===== src/sv/etc2_pkg.sv =====
// ETC2/EAC RGBA8 block decoder: shared types, constants and table functions.
// No dependencies.
package etc2_pkg;

    localparam logic [1:0] ALPHA_OPAQUE = 2'd0;
    localparam logic [1:0] ALPHA_PUNCH  = 2'd1;
    localparam logic [1:0] ALPHA_EAC    = 2'd2;

    typedef enum logic [2:0] {
        KIND_INDIV,
        KIND_DIFF,
        KIND_T,
        KIND_H,
        KIND_PLANAR
    } kind_t;

    typedef struct packed {
        logic [63:0] color_block;
        logic [63:0] alpha_block;
    } in_item_t;

    typedef struct packed {
        logic [7:0] red;
        logic [7:0] green;
        logic [7:0] blue;
        logic [7:0] alpha;
        logic [3:0] pixel_index;
        logic       last_pixel;
    } out_item_t;

    function automatic logic [7:0] mod_lookup(input logic [2:0] tbl);
        logic [7:0] m;
        case (tbl)
            3'd0: m = 8'd2;
            3'd1: m = 8'd5;
            3'd2: m = 8'd9;
            3'd3: m = 8'd13;
            3'd4: m = 8'd18;
            3'd5: m = 8'd24;
            3'd6: m = 8'd33;
            default: m = 8'd47;
        endcase
        return m;
    endfunction

    function automatic logic [7:0] mod_large(input logic [2:0] tbl);
        logic [7:0] m;
        case (tbl)
            3'd0: m = 8'd8;
            3'd1: m = 8'd17;
            3'd2: m = 8'd29;
            3'd3: m = 8'd42;
            3'd4: m = 8'd60;
            3'd5: m = 8'd80;
            3'd6: m = 8'd106;
            default: m = 8'd183;
        endcase
        return m;
    endfunction

    function automatic logic [6:0] dist_lookup(input logic [2:0] i);
        logic [6:0] d;
        case (i)
            3'd0: d = 7'd3;
            3'd1: d = 7'd6;
            3'd2: d = 7'd11;
            3'd3: d = 7'd16;
            3'd4: d = 7'd23;
            3'd5: d = 7'd32;
            3'd6: d = 7'd41;
            default: d = 7'd64;
        endcase
        return d;
    endfunction

    // EAC modifier, signed 5 bits
    function automatic logic signed [4:0] eac_lookup(input logic [3:0] row,
                                                     input logic [2:0] i);
        logic [39:0] r;
        case (row)
            4'd0:  r = {-5'sd3, -5'sd6, -5'sd9, -5'sd15, 5'sd2, 5'sd5, 5'sd8, 5'sd14};
            4'd1:  r = {-5'sd3, -5'sd7, -5'sd10, -5'sd13, 5'sd2, 5'sd6, 5'sd9, 5'sd12};
            4'd2:  r = {-5'sd2, -5'sd5, -5'sd8, -5'sd13, 5'sd1, 5'sd4, 5'sd7, 5'sd12};
            4'd3:  r = {-5'sd2, -5'sd4, -5'sd6, -5'sd13, 5'sd1, 5'sd3, 5'sd5, 5'sd12};
            4'd4:  r = {-5'sd3, -5'sd6, -5'sd8, -5'sd12, 5'sd2, 5'sd5, 5'sd7, 5'sd11};
            4'd5:  r = {-5'sd3, -5'sd7, -5'sd9, -5'sd11, 5'sd2, 5'sd6, 5'sd8, 5'sd10};
            4'd6:  r = {-5'sd4, -5'sd7, -5'sd8, -5'sd11, 5'sd3, 5'sd6, 5'sd7, 5'sd10};
            4'd7:  r = {-5'sd3, -5'sd5, -5'sd8, -5'sd11, 5'sd2, 5'sd4, 5'sd7, 5'sd10};
            4'd8:  r = {-5'sd2, -5'sd6, -5'sd8, -5'sd10, 5'sd1, 5'sd5, 5'sd7, 5'sd9};
            4'd9:  r = {-5'sd2, -5'sd5, -5'sd8, -5'sd10, 5'sd1, 5'sd4, 5'sd7, 5'sd9};
            4'd10: r = {-5'sd2, -5'sd4, -5'sd8, -5'sd10, 5'sd1, 5'sd3, 5'sd7, 5'sd9};
            4'd11: r = {-5'sd2, -5'sd5, -5'sd7, -5'sd10, 5'sd1, 5'sd4, 5'sd6, 5'sd9};
            4'd12: r = {-5'sd3, -5'sd4, -5'sd7, -5'sd10, 5'sd2, 5'sd3, 5'sd6, 5'sd9};
            4'd13: r = {-5'sd1, -5'sd2, -5'sd3, -5'sd10, 5'sd0, 5'sd1, 5'sd2, 5'sd9};
            4'd14: r = {-5'sd4, -5'sd6, -5'sd8, -5'sd9, 5'sd3, 5'sd5, 5'sd7, 5'sd8};
            default: r = {-5'sd3, -5'sd5, -5'sd7, -5'sd9, 5'sd2, 5'sd4, 5'sd6, 5'sd8};
        endcase
        return r[(7 - i) * 5 +: 5];
    endfunction

    function automatic logic [7:0] widen4(input logic [3:0] v);
        return {v, v};
    endfunction

    function automatic logic [7:0] widen5(input logic [4:0] v);
        return {v, v[4:2]};
    endfunction

    function automatic logic [7:0] widen6(input logic [5:0] v);
        return {v, v[5:4]};
    endfunction

    function automatic logic [7:0] widen7(input logic [6:0] v);
        return {v, v[6]};
    endfunction

    function automatic logic [7:0] sat8(input logic signed [11:0] v);
        logic [7:0] r;
        if (v < 0)
        begin
            r = 8'd0;
        end
        else if (v > 12'sd255)
        begin
            r = 8'd255;
        end
        else
        begin
            r = v[7:0];
        end
        return r;
    endfunction

endpackage


===== src/sv/etc2_rgba_block_decoder_unit.sv =====
// ETC2/EAC RGBA8 block decoder top level.
// Each accepted block is registered into stage 1; its pixels then pass through the result register
// to out_item, one a cycle while out_stall is low. The next block is taken at the edge that moves
// pixel 15 into the result register, so a stall on the output also holds off the next block.
// Reset (rst_n, async low) clears valid flags, pixel counter and alpha_mode to opaque.
// Depends on etc2_pkg.
module etc2_rgba_block_decoder_unit (
    input  logic                clk,
    input  logic                rst_n,
    input  logic                cfg_we,
    input  logic [1:0]          cfg_data,
    input  logic                in_valid,
    output logic                in_stall,
    input  etc2_pkg::in_item_t  in_item,
    output logic                out_valid,
    input  logic                out_stall,
    output etc2_pkg::out_item_t out_item
);
    import etc2_pkg::*;

    logic [1:0] alpha_mode_reg;

    // stage 1: decoded block
    logic        blk_valid_reg;
    logic [63:0] c_reg;
    logic [63:0] a_reg;
    kind_t       kind_reg;
    logic        pt_clear_reg;
    logic        use_eac_reg;
    logic [7:0]  base_r_reg [2];
    logic [7:0]  base_g_reg [2];
    logic [7:0]  base_b_reg [2];
    logic [7:0]  pr_reg [4];
    logic [7:0]  pg_reg [4];
    logic [7:0]  pb_reg [4];
    logic [3:0]  pix_reg;

    // stage 2: result register
    logic        out_valid_reg;
    out_item_t   out_reg;

    logic out_take;
    logic pix_adv;
    logic blk_load;

    assign out_take = !out_valid_reg || !out_stall;
    assign pix_adv  = blk_valid_reg && out_take;
    assign blk_load = !blk_valid_reg || (pix_adv && pix_reg == 4'd15);
    assign in_stall = !blk_load;

    always_ff @(posedge clk or negedge rst_n)
    begin
        if (!rst_n)
        begin
            alpha_mode_reg <= ALPHA_OPAQUE;
        end
        else if (cfg_we)
        begin
            alpha_mode_reg <= cfg_data;
        end
    end

    // ---- block decode (stage 1 next values) ----
    logic [63:0] c;
    logic        punch;
    logic        opq;
    logic [4:0]  br, bg, bb;
    logic signed [6:0] sr, sg, sb;
    kind_t       kind_next;
    logic [7:0]  base_r_next [2];
    logic [7:0]  base_g_next [2];
    logic [7:0]  base_b_next [2];
    logic [7:0]  pr_next [4];
    logic [7:0]  pg_next [4];
    logic [7:0]  pb_next [4];
    logic [7:0]  r0, g0, b0, r1, g1, b1;
    logic [6:0]  dt, dh;

    always_comb
    begin
        c     = in_item.color_block;
        punch = (alpha_mode_reg == ALPHA_PUNCH);
        opq   = c[33];
        br    = c[63:59];
        bg    = c[55:51];
        bb    = c[47:43];
        sr    = $signed({2'b00, br}) + $signed({{4{c[58]}}, c[58:56]});
        sg    = $signed({2'b00, bg}) + $signed({{4{c[50]}}, c[50:48]});
        sb    = $signed({2'b00, bb}) + $signed({{4{c[42]}}, c[42:40]});

        if (!punch && !opq)
            kind_next = KIND_INDIV;
        else if (sr < 0 || sr > 7'sd31)
            kind_next = KIND_T;
        else if (sg < 0 || sg > 7'sd31)
            kind_next = KIND_H;
        else if (sb < 0 || sb > 7'sd31)
            kind_next = KIND_PLANAR;
        else
            kind_next = KIND_DIFF;

        if (kind_next == KIND_INDIV)
        begin
            base_r_next[0] = widen4(c[63:60]); base_r_next[1] = widen4(c[59:56]);
            base_g_next[0] = widen4(c[55:52]); base_g_next[1] = widen4(c[51:48]);
            base_b_next[0] = widen4(c[47:44]); base_b_next[1] = widen4(c[43:40]);
        end
        else
        begin
            base_r_next[0] = widen5(br); base_r_next[1] = widen5(sr[4:0]);
            base_g_next[0] = widen5(bg); base_g_next[1] = widen5(sg[4:0]);
            base_b_next[0] = widen5(bb); base_b_next[1] = widen5(sb[4:0]);
        end

        // T mode
        dt = dist_lookup({c[35:34], c[32]});
        // H mode
        r0 = widen4(c[62:59]);
        g0 = widen4({c[58:56], c[52]});
        b0 = widen4({c[51], c[49:47]});
        r1 = widen4(c[46:43]);
        g1 = widen4(c[42:39]);
        b1 = widen4(c[38:35]);
        dh = dist_lookup({c[34], c[32], ({r0, g0, b0} >= {r1, g1, b1})});

        if (kind_next == KIND_T)
        begin
            pr_next[0] = widen4({c[60:59], c[57:56]});
            pg_next[0] = widen4(c[55:52]);
            pb_next[0] = widen4(c[51:48]);
            pr_next[2] = widen4(c[47:44]);
            pg_next[2] = widen4(c[43:40]);
            pb_next[2] = widen4(c[39:36]);
            pr_next[1] = sat8($signed({4'd0, pr_next[2]}) + $signed({5'd0, dt}));
            pg_next[1] = sat8($signed({4'd0, pg_next[2]}) + $signed({5'd0, dt}));
            pb_next[1] = sat8($signed({4'd0, pb_next[2]}) + $signed({5'd0, dt}));
            pr_next[3] = sat8($signed({4'd0, pr_next[2]}) - $signed({5'd0, dt}));
            pg_next[3] = sat8($signed({4'd0, pg_next[2]}) - $signed({5'd0, dt}));
            pb_next[3] = sat8($signed({4'd0, pb_next[2]}) - $signed({5'd0, dt}));
        end
        else
        begin
            pr_next[0] = sat8($signed({4'd0, r0}) + $signed({5'd0, dh}));
            pg_next[0] = sat8($signed({4'd0, g0}) + $signed({5'd0, dh}));
            pb_next[0] = sat8($signed({4'd0, b0}) + $signed({5'd0, dh}));
            pr_next[1] = sat8($signed({4'd0, r0}) - $signed({5'd0, dh}));
            pg_next[1] = sat8($signed({4'd0, g0}) - $signed({5'd0, dh}));
            pb_next[1] = sat8($signed({4'd0, b0}) - $signed({5'd0, dh}));
            pr_next[2] = sat8($signed({4'd0, r1}) + $signed({5'd0, dh}));
            pg_next[2] = sat8($signed({4'd0, g1}) + $signed({5'd0, dh}));
            pb_next[2] = sat8($signed({4'd0, b1}) + $signed({5'd0, dh}));
            pr_next[3] = sat8($signed({4'd0, r1}) - $signed({5'd0, dh}));
            pg_next[3] = sat8($signed({4'd0, g1}) - $signed({5'd0, dh}));
            pb_next[3] = sat8($signed({4'd0, b1}) - $signed({5'd0, dh}));
        end
    end

    always_ff @(posedge clk or negedge rst_n)
    begin
        if (!rst_n)
        begin
            blk_valid_reg <= 1'b0;
            pix_reg       <= 4'd0;
        end
        else
        begin
            if (blk_load)
            begin
                blk_valid_reg <= in_valid;
                pix_reg       <= 4'd0;
            end
            else if (pix_adv)
            begin
                pix_reg <= pix_reg + 4'd1;
            end
        end
    end

    always_ff @(posedge clk)
    begin
        if (blk_load && in_valid)
        begin
            c_reg        <= c;
            a_reg        <= in_item.alpha_block;
            kind_reg     <= kind_next;
            pt_clear_reg <= punch && !opq;
            use_eac_reg  <= (alpha_mode_reg == ALPHA_EAC);
            for (int i = 0; i < 2; i++)
            begin
                base_r_reg[i] <= base_r_next[i];
                base_g_reg[i] <= base_g_next[i];
                base_b_reg[i] <= base_b_next[i];
            end
            for (int i = 0; i < 4; i++)
            begin
                pr_reg[i] <= pr_next[i];
                pg_reg[i] <= pg_next[i];
                pb_reg[i] <= pb_next[i];
            end
        end
    end

    // ---- per-pixel decode (stage 2 next values) ----
    logic [1:0]  x, y;
    logic [3:0]  k;
    logic [1:0]  idx;
    logic        sub;
    logic [2:0]  tbl;
    logic [7:0]  mag;
    logic signed [8:0] m;
    logic [7:0]  ro, go, bo, rh, gh, bh, rv, gv, bv;
    logic [7:0]  red_n, green_n, blue_n, alpha_n;
    logic [2:0]  ai;
    logic signed [11:0] eac_sum;
    logic [5:0]  ai_lo;

    function automatic logic [7:0] planar_ch(input logic [7:0] o, input logic [7:0] h,
                                             input logic [7:0] v, input logic [1:0] px,
                                             input logic [1:0] py);
        logic signed [11:0] u;
        u = $signed({4'd0, h}) * $signed({10'd0, px})
          - $signed({4'd0, o}) * $signed({10'd0, px})
          + $signed({4'd0, v}) * $signed({10'd0, py})
          - $signed({4'd0, o}) * $signed({10'd0, py})
          + $signed({2'd0, o, 2'd0}) + 12'sd2;
        return sat8(u >>> 2);
    endfunction

    always_comb
    begin
        x   = pix_reg[1:0];
        y   = pix_reg[3:2];
        k   = {x, y};
        idx = {c_reg[16 + k], c_reg[k]};
        sub = (c_reg[32] ? y : x) >= 2'd2;
        tbl = sub ? c_reg[36:34] : c_reg[39:37];
        mag = idx[0] ? mod_large(tbl) : mod_lookup(tbl);
        if (pt_clear_reg && idx == 2'd0)
            m = 9'sd0;
        else if (idx[1])
            m = -$signed({1'b0, mag});
        else
            m = $signed({1'b0, mag});

        ro = widen6(c_reg[62:57]);
        go = widen7({c_reg[56], c_reg[54:49]});
        bo = widen6({c_reg[48], c_reg[44:43], c_reg[41:39]});
        rh = widen6({c_reg[38:34], c_reg[32]});
        gh = widen7(c_reg[31:25]);
        bh = widen6(c_reg[24:19]);
        rv = widen6(c_reg[18:13]);
        gv = widen7(c_reg[12:6]);
        bv = widen6(c_reg[5:0]);

        if (kind_reg == KIND_PLANAR)
        begin
            red_n   = planar_ch(ro, rh, rv, x, y);
            green_n = planar_ch(go, gh, gv, x, y);
            blue_n  = planar_ch(bo, bh, bv, x, y);
            alpha_n = 8'd255;
        end
        else if (pt_clear_reg && idx == 2'd2)
        begin
            red_n = 8'd0; green_n = 8'd0; blue_n = 8'd0; alpha_n = 8'd0;
        end
        else if (kind_reg == KIND_INDIV || kind_reg == KIND_DIFF)
        begin
            red_n   = sat8($signed({4'd0, base_r_reg[sub]}) + 12'(m));
            green_n = sat8($signed({4'd0, base_g_reg[sub]}) + 12'(m));
            blue_n  = sat8($signed({4'd0, base_b_reg[sub]}) + 12'(m));
            alpha_n = 8'd255;
        end
        else
        begin
            red_n   = pr_reg[idx];
            green_n = pg_reg[idx];
            blue_n  = pb_reg[idx];
            alpha_n = 8'd255;
        end

        // alpha index bits sit at 45-3k
        ai_lo   = 6'd45 - 6'(k) * 6'd3;
        ai      = a_reg[ai_lo +: 3];
        eac_sum = $signed({4'd0, a_reg[63:56]})
                + $signed({8'd0, a_reg[55:52]}) * 12'(eac_lookup(a_reg[51:48], ai));
        if (use_eac_reg)
            alpha_n = sat8(eac_sum);
    end

    always_ff @(posedge clk or negedge rst_n)
    begin
        if (!rst_n)
        begin
            out_valid_reg <= 1'b0;
        end
        else if (out_take)
        begin
            out_valid_reg <= blk_valid_reg;
        end
    end

    always_ff @(posedge clk)
    begin
        if (pix_adv)
        begin
            out_reg.red         <= red_n;
            out_reg.green       <= green_n;
            out_reg.blue        <= blue_n;
            out_reg.alpha       <= alpha_n;
            out_reg.pixel_index <= pix_reg;
            out_reg.last_pixel  <= (pix_reg == 4'd15);
        end
    end

    assign out_valid = out_valid_reg;
    assign out_item  = out_reg;

`ifndef SYNTHESIS
    // output held while stalled
    a_hold: assert property (@(posedge clk) disable iff (!rst_n)
        out_valid && out_stall |=> out_valid && $stable(out_item))
        else $error("result changed while stalled");
    // pixel order follows counter
    a_order: assert property (@(posedge clk) disable iff (!rst_n)
        out_valid && !out_stall && out_item.pixel_index != 4'd15 && out_valid_reg
        && blk_valid_reg |=> !out_valid || out_item.pixel_index == $past(pix_reg))
        else $error("pixel order broken");
    // a new block only after the last pixel leaves stage 1
    a_load: assert property (@(posedge clk) disable iff (!rst_n)
        blk_valid_reg && pix_reg != 4'd15 |-> in_stall)
        else $error("block taken mid-sequence");
    a_last: assert property (@(posedge clk) disable iff (!rst_n)
        out_valid |-> out_item.last_pixel == (out_item.pixel_index == 4'd15))
        else $error("last flag mismatch");
`endif

endmodule


===== config.mk =====
export PLATFORM = sky130hd
export DESIGN_NAME = etc2_rgba_block_decoder_unit
export DESIGN_NICKNAME = d
export VERILOG_FILES = /design/src/sv/etc2_pkg.sv /design/src/sv/etc2_rgba_block_decoder_unit.sv
export SDC_FILE = /design/constraint.sdc
export NUM_CORES = 1
export LEC_CHECK = 0
export ABC_AREA = 1
export BUFFER_PORTS_ARGS = -buffer_cell sky130_fd_sc_hd__buf_2
export CORE_ASPECT_RATIO = 0.75
export CORE_MARGIN = 1.5
export CORE_UTILIZATION = 58
export CTS_CLUSTER_DIAMETER = 30
export DETAILED_ROUTE_END_ITERATION = 10
export PLACE_DENSITY = 0.79
export SLEW_MARGIN = 20
export SYNTH_ARGS = -nofsm -noshare
export SYNTH_HDL_FRONTEND = slang
export SYNTH_SLANG_ARGS = --single-unit

===== constraint.sdc =====
create_clock -name clk -period 14.4 [get_ports clk]
set_clock_uncertainty 0.1 [all_clocks]
set_input_delay 2.88 -clock clk [delete_from_list [all_inputs] [get_ports clk]]
set_output_delay 2.88 -clock clk [all_outputs]
set_load 0.01 [all_outputs]

Word-level counts from Yosys, hierarchy flattened

Memories as Yosys holds them, arrays and structs flattened. A register that Yosys moved wholly into a read port is not among the register bits.
Cells that the tools add are included.

Add/sub/neg operators: 45
$mul: 15
Order comparisons: 60
Equal/unequal tests: 25
Shift-type cells: 2
Muxes and demuxes: 90
Reductions and logical operators: 26

Operators by type and width:

| operator                | number |
|---|---|
| $mux W8                 | 63 |
| $lt A9 B1 Y1 const B    | 18 |
| $mul A8 B2 Y10          | 12 |
| $pmux W7 S7             | 2 |
| $mux W32                | 3 |
| $add A8 B7 Y9           | 9 |
| $gt A9 B8 Y1 const B    | 9 |
| $gt A9 B9 Y1 const B    | 9 |
| $sub A8 B7 Y9           | 9 |
| $shiftx A64 B7 Y3       | 1 |
| $gt A10 B9 Y1 const B   | 6 |
| $lt A10 B1 Y1 const B   | 6 |
| $pmux W8 S7             | 1 |
| $pmux W6 S7             | 1 |
| $shiftx A40 B33 Y5      | 1 |
| $add A11 B11 Y12        | 3 |
| $add A12 B11 Y12        | 3 |
| $add A12 B3 Y12 const B | 3 |
| $mux W12                | 3 |
| $sub A12 B11 Y12        | 3 |
| $sub A10 B10 Y11        | 3 |
| $add A9 B9 Y10          | 3 |
| $eq A3 B3 Y1 const B    | 10 |
| $ge A24 B24 Y1          | 1 |
| 35 further kinds        | 81 |

Register bits after elaboration: 178
Memory bits (writable): 144
Memory bits (read-only): 384
Bits of input ports: 135
Output and inout port bits: 39
Logic and storage cells: 285
Memories kept: 7

Memory list:

| memory           | depth | width | read ports | clocked after memory_dff | write ports | line                               | source |
|---|---|---|---|---|---|---|---|
| (name not given) | 16    | 24    | 1          | 1                        | 0           | etc2_pkg.sv:80                     | `case (row)` |
| pb_reg           | 4     | 8     | 1          | 0                        | 4           | etc2_rgba_block_decoder_unit.sv:35 | `logic [7:0] pb_reg [4];` |
| pg_reg           | 4     | 8     | 1          | 0                        | 4           | etc2_rgba_block_decoder_unit.sv:34 | `logic [7:0] pg_reg [4];` |
| pr_reg           | 4     | 8     | 1          | 0                        | 4           | etc2_rgba_block_decoder_unit.sv:33 | `logic [7:0] pr_reg [4];` |
| base_b_reg       | 2     | 8     | 1          | 0                        | 2           | etc2_rgba_block_decoder_unit.sv:32 | `logic [7:0] base_b_reg [2];` |
| base_g_reg       | 2     | 8     | 1          | 0                        | 2           | etc2_rgba_block_decoder_unit.sv:31 | `logic [7:0] base_g_reg [2];` |
| +1 memories      | -     | -     | -          | -                        | -           | -                                  |  |

Logic depth before layout (Yosys ltp)

Word-level depth: 16
Depth in mapped cells: 46
Mapped depth without buffers: 46

Least setup slack after synthesis

No wires, ideal clock.

Kind: input to register
From: input port out_stall
To: register with a tool-made name
Setup time: 123 ps
Arrival: 17926 ps
Data required time: 14177 ps
Path slack: -3749 ps
Stages: 12
Buffers on the path: 0
Cells stage by stage: nand2_1 inv_1 o21ai_1 inv_1 nor2_1 inv_1 o21ai_0 inv_1 ha_1 nand2_1 a21oi_1 or2_2

RTL lines:

| what            | line                               | source |
|---|---|---|
| start, declared | etc2_rgba_block_decoder_unit.sv:16 | `input logic out_stall,` |

Worst setup path after layout

From: register pix_reg[2]
To: register out_reg, in the netlist out_item[6] (data pin)

Word-level cells in the longest chain between the ends: 12
Elaborated cells on any way between the ends: 22
Classes of those cells: add/sub: 4; mul: 3; order compare: 2; eq/ne: 1; shift: 2; mux: 9; reduce/logical: 1

RTL lines:

| what                   | line                                | source |
|---|---|---|
| start, declared        | etc2_rgba_block_decoder_unit.sv:36  | `logic [3:0] pix_reg;` |
| start signal, assigned | etc2_rgba_block_decoder_unit.sv:174 | `pix_reg <= pix_reg + 4'd1;` |
| $mul A4 B2 Y6          | etc2_rgba_block_decoder_unit.sv:282 | `ai_lo = 6'd45 - 6'(k) * 6'd3;` |
| $sub A6 B6 Y6          | etc2_rgba_block_decoder_unit.sv:282 |  |
| $shiftx A64 B7 Y3      | etc2_rgba_block_decoder_unit.sv:283 | `ai = a_reg[ai_lo +: 3];` |
| $sub A3 B3 Y4          | etc2_pkg.sv:98                      | `return r[(7 - i) * 5 +: 5];` |
| $mul A4 B4 Y8          | etc2_pkg.sv:98                      |  |
| $shiftx A40 B33 Y5     | etc2_pkg.sv:98                      |  |
| $mul A5 B5 Y10         | etc2_rgba_block_decoder_unit.sv:285 | `+ $signed({8'd0, a_reg[55:52]}) * 12'(eac_lookup(a_reg[51:48], ai));` |
| $add A9 B10 Y11        | etc2_rgba_block_decoder_unit.sv:285 |  |
| $gt A11 B9 Y1          | etc2_pkg.sv:123                     | `else if (v > 12'sd255)` |
| $mux W8                | etc2_pkg.sv:123                     |  |
| $mux W8                | etc2_pkg.sv:119                     | `if (v < 0)` |
| $mux W8 (*)            | etc2_rgba_block_decoder_unit.sv:286 | `if (use_eac_reg)` |
| via alpha_n[1]         | etc2_rgba_block_decoder_unit.sv:212 | `logic [7:0] red_n, green_n, blue_n, alpha_n;` |
| end, declared          | etc2_rgba_block_decoder_unit.sv:40  | `out_item_t out_reg;` |

The timed path passes the listed nets; every way through them passes the cells marked *. The select of a mux whose other input is x is not followed.
A chain may end at the register's enable or synchronous reset.

==> impl_summary.md <==
Status
The flow ran to the end, and the final reports show no timing, DRC or antenna violations.

Synth
After synthesis the cells add up to 0.0323 mm^2. The synthesized instance count is 4115. For this run, the register share of the synthesized area comes to 0.300. The Yosys step of the flow raised 0 warnings.

Counting flops with an async set or reset pin after synthesis yields a share of 0.0241. Among all flip-flop cells after synthesis, the most frequent one is edfxtp_1. Averaged over all synthesized cells, the footprint is 7.86 um^2.

The number of distinct standard cells referenced by the synthesized netlist is 53. The synthesized design contains 300 enable-type register cells. The synthesized flop and latch total is 332.

The number of nets handed over by synthesis was 4732.

Cells and area
The number of nets in the layout is 4888. In the final layout, the multi-input gates occupy 0.0195 mm^2. Summing all flip-flop and latch instances after layout gives 0.00970 mm^2. The number of standard cells in the layout, taps in and fillers out is 5050.

In the final layout, the share of cells above drive strength 1 is 0.0892. After filler insertion, the fill cell instance count of the layout stands at 4562. The most common library cell in the layout ignoring fill and taps is nand2_1. The top cell types in the final layout, fill and taps aside, are nand2_1, inv_1, ha_1, o21ai_0, nor2_1. The register with the most flip-flops in the layout has 64 of them.

Relative to the synthesized area, the layout overhead comes to 11.3%.

STA
The number of pins exceeding their max-slew limit in the final report is 0. The number of failing setup endpoints in the final timing report is 0. Setup repair after global routing left no endpoint under its margin. The number of endpoints with negative hold slack in the final report was 0.

The smallest hold slack is 0.437 ns. The actual slew at the worst max-slew pin is 1.20 ns. After layout, the minimum clock period comes to 9.96 ns. The timing-limited maximum frequency is 100 MHz. The portion of the clock cycle consumed by the worst path in the final layout is 0.692. The normalized max-slew margin is 0.201.

For the final routed database, the setup TNS stands at 0 ns.

Die
The count of standard-cell rows is 74. The die is 276 um wide. From bottom edge to top edge, the die measures 207 um. The number of ports placed on the die boundary is 174.

The die covers 0.0572 mm^2. The floorplan step defined a core boundary enclosing 0.0547 mm^2. The effective utilization at floorplan is 0.591.

Worst setup path
The worst setup path is launched from a register. The required time of the critical path is 14.80 ns. Counting cells, the worst reg-to-reg path comes to 39.

Of all nets on the critical path, the largest fanout is 83. In this design, the stage delay of the slowest critical-path cell is 0.91 ns. The worst setup path is captured at a register. The worst setup path is of the reg2reg kind.

Data arrives at the worst endpoint at 10.36 ns. The cell with the largest stage delay on the worst path is dfrtp_4. The most numerous cell type found on the critical path is nand2_1.

CTS
Buffers inserted to repair hold after CTS numbered 0. The CTS H-tree depth is 3. The number of cells upsized or downsized after cts is 0.

The count of buffers added by post-CTS timing repair for setup is 0. Clock-pin slew was measured on the worst setup and hold paths at 0.05 ns. The tree is rooted in a clkbuf_16. The clock passes through at most 3 buffers. The clock tree from TritonCTS is built.

The number of CTS-inserted buffers is 68. For the worst-skew pair, the clock arrives at the later sink with an insertion delay of 0.63 ns. The clock sink count is 332.

Drt
The routed via count divided by cell count is 5.77. The count of vias placed by the detailed router is 29122. The final antenna-violating net count is 0.

In the routed design, unresolved DRC markers number 0. The wire length reported by the detailed router is 96700 um. The routed length per instance is 19.2 um. In this run, the number of DRC markers left after iteration 0 of detailed routing was 3582. The first-pass iteration count of the detailed router is 7.

Global routing
The first global-routing pass estimated 148000 um of wire. Entering global routing, the biggest net connects 179 pins. The via count of the first global-routing pass is 26781. The number of antenna violations at the first check in global routing was 2. The total overflow left after global routing is 0. Across every metal layer, demand over resource in global routing totals 0.336.

Min path
The worst hold path was traced through 2 stages. The class of the tightest hold or removal check is reg2reg.

Place
During placement, the flow inserted port buffers numbering 173. Routability-driven placement finished with a final weighted congestion of 1.00. The placed wire-length estimate is 73400 um. Including well taps, the total number of placed cells is 4923.

Flow run
The total of max-cap violations is 0.
synth_stat cells (all sizes together), types with 21 or more instances:
| master | count | share of area |
|---|---|---|
| nand2 | 897 | 0.11 |
| inv | 683 | 0.079 |
| o21ai | 376 | 0.058 |
| ha | 337 | 0.13 |
| nor2 | 307 | 0.036 |
| edfxtp | 300 | 0.28 |
| nand3 | 273 | 0.043 |
| a21oi | 230 | 0.036 |
| fa | 145 | 0.090 |
| xor2 | 121 | 0.033 |
| buf | 61 | 0.012 |
| clkbuf | 54 | 0.0063 |
| xnor2 | 42 | 0.011 |
| o21bai | 40 | 0.0094 |
| o211ai | 31 | 0.0074 |
| o221ai | 26 | 0.0070 |
| dfxtp | 24 | 0.015 |
| o31ai | 21 | 0.0049 |
through the flow:
stage,utilization,setup slack [ns],area (um^2)
after floorplan,-,1.34,32300
after global placement,0.617,4.66,33800
after detailed placement,0.617,4.48,33800
after CTS,0.658,4.46,36000
after global routing,0.658,3.55,36000
final,0.658,4.44,36000
worst max-delay path: cells and delay by family, from the launching register on:
family,cells,cell delay [ns]
xor+xnor,1,0.15
simple gates,16,2.88
flops,1,0.91
compound gates,5,0.76
buf+inv,8,1.14
fa+ha+maj,9,3.85
layer usage:
| layer | vias up | global-route usage | part of all wire |
|---|---|---|---|
| met5 | - | 0.0110 | 0.0010 |
| met1 | 13524 | 0.498 | 0.43 |
| met4 | 4 | 0.0910 | 0.027 |
| met3 | 186 | 0.106 | 0.13 |
| met2 | 1517 | 0.467 | 0.41 |
| li1 | 13891 | - | - |
cells by family (layout without fill, tap and decap cells):
family | after synthesis | count (layout) | share of synthesized area
compound gates | 793 | 793 | 0.139
xor+xnor | 163 | 163 | 0.0446
fa+ha+maj | 482 | 482 | 0.220
buf+inv | 805 | 1017 | 0.0987
flops | 332 | 332 | 0.300
mux | 15 | 15 | 0.00523
other cells | 0 | 1 | 0
simple gates | 1525 | 1525 | 0.193
final cells by class:
| class | instances | area share |
|---|---|---|
| antenna | 1 | 0.0000695 |
| clock buffer | 71 | 0.0476 |
| clock inverter | 55 | 0.0144 |
| inverter | 690 | 0.0720 |
| multi-input combinational | 2978 | 0.541 |
| sequential | 332 | 0.269 |
| tap | 722 | 0.0251 |
| timing repair buffer | 201 | 0.0302 |
final timing paths:
path | from | slack (ns) | to
max | pix_reg[2]$_DFFE_PN0P_ | 4.44 | out_item[6]$_DFFE_PP_
min | blk_valid_reg$_DFFE_PN0N_ | 0.44 | blk_valid_reg$_DFFE_PN0N_
max reg2reg | pix_reg[2]$_DFFE_PN0P_ | 4.44 | out_item[6]$_DFFE_PP_
min reg2reg | blk_valid_reg$_DFFE_PN0N_ | 0.44 | blk_valid_reg$_DFFE_PN0N_
max in group asynchronous | rst_n | 11.88 | pix_reg[2]$_DFFE_PN0P_
min in group asynchronous | rst_n | 2.05 | out_valid$_DFFE_PN0P_
Power is not shown: default switching activity piles up to over one toggle a cycle in this logic, so the estimate is an artifact.
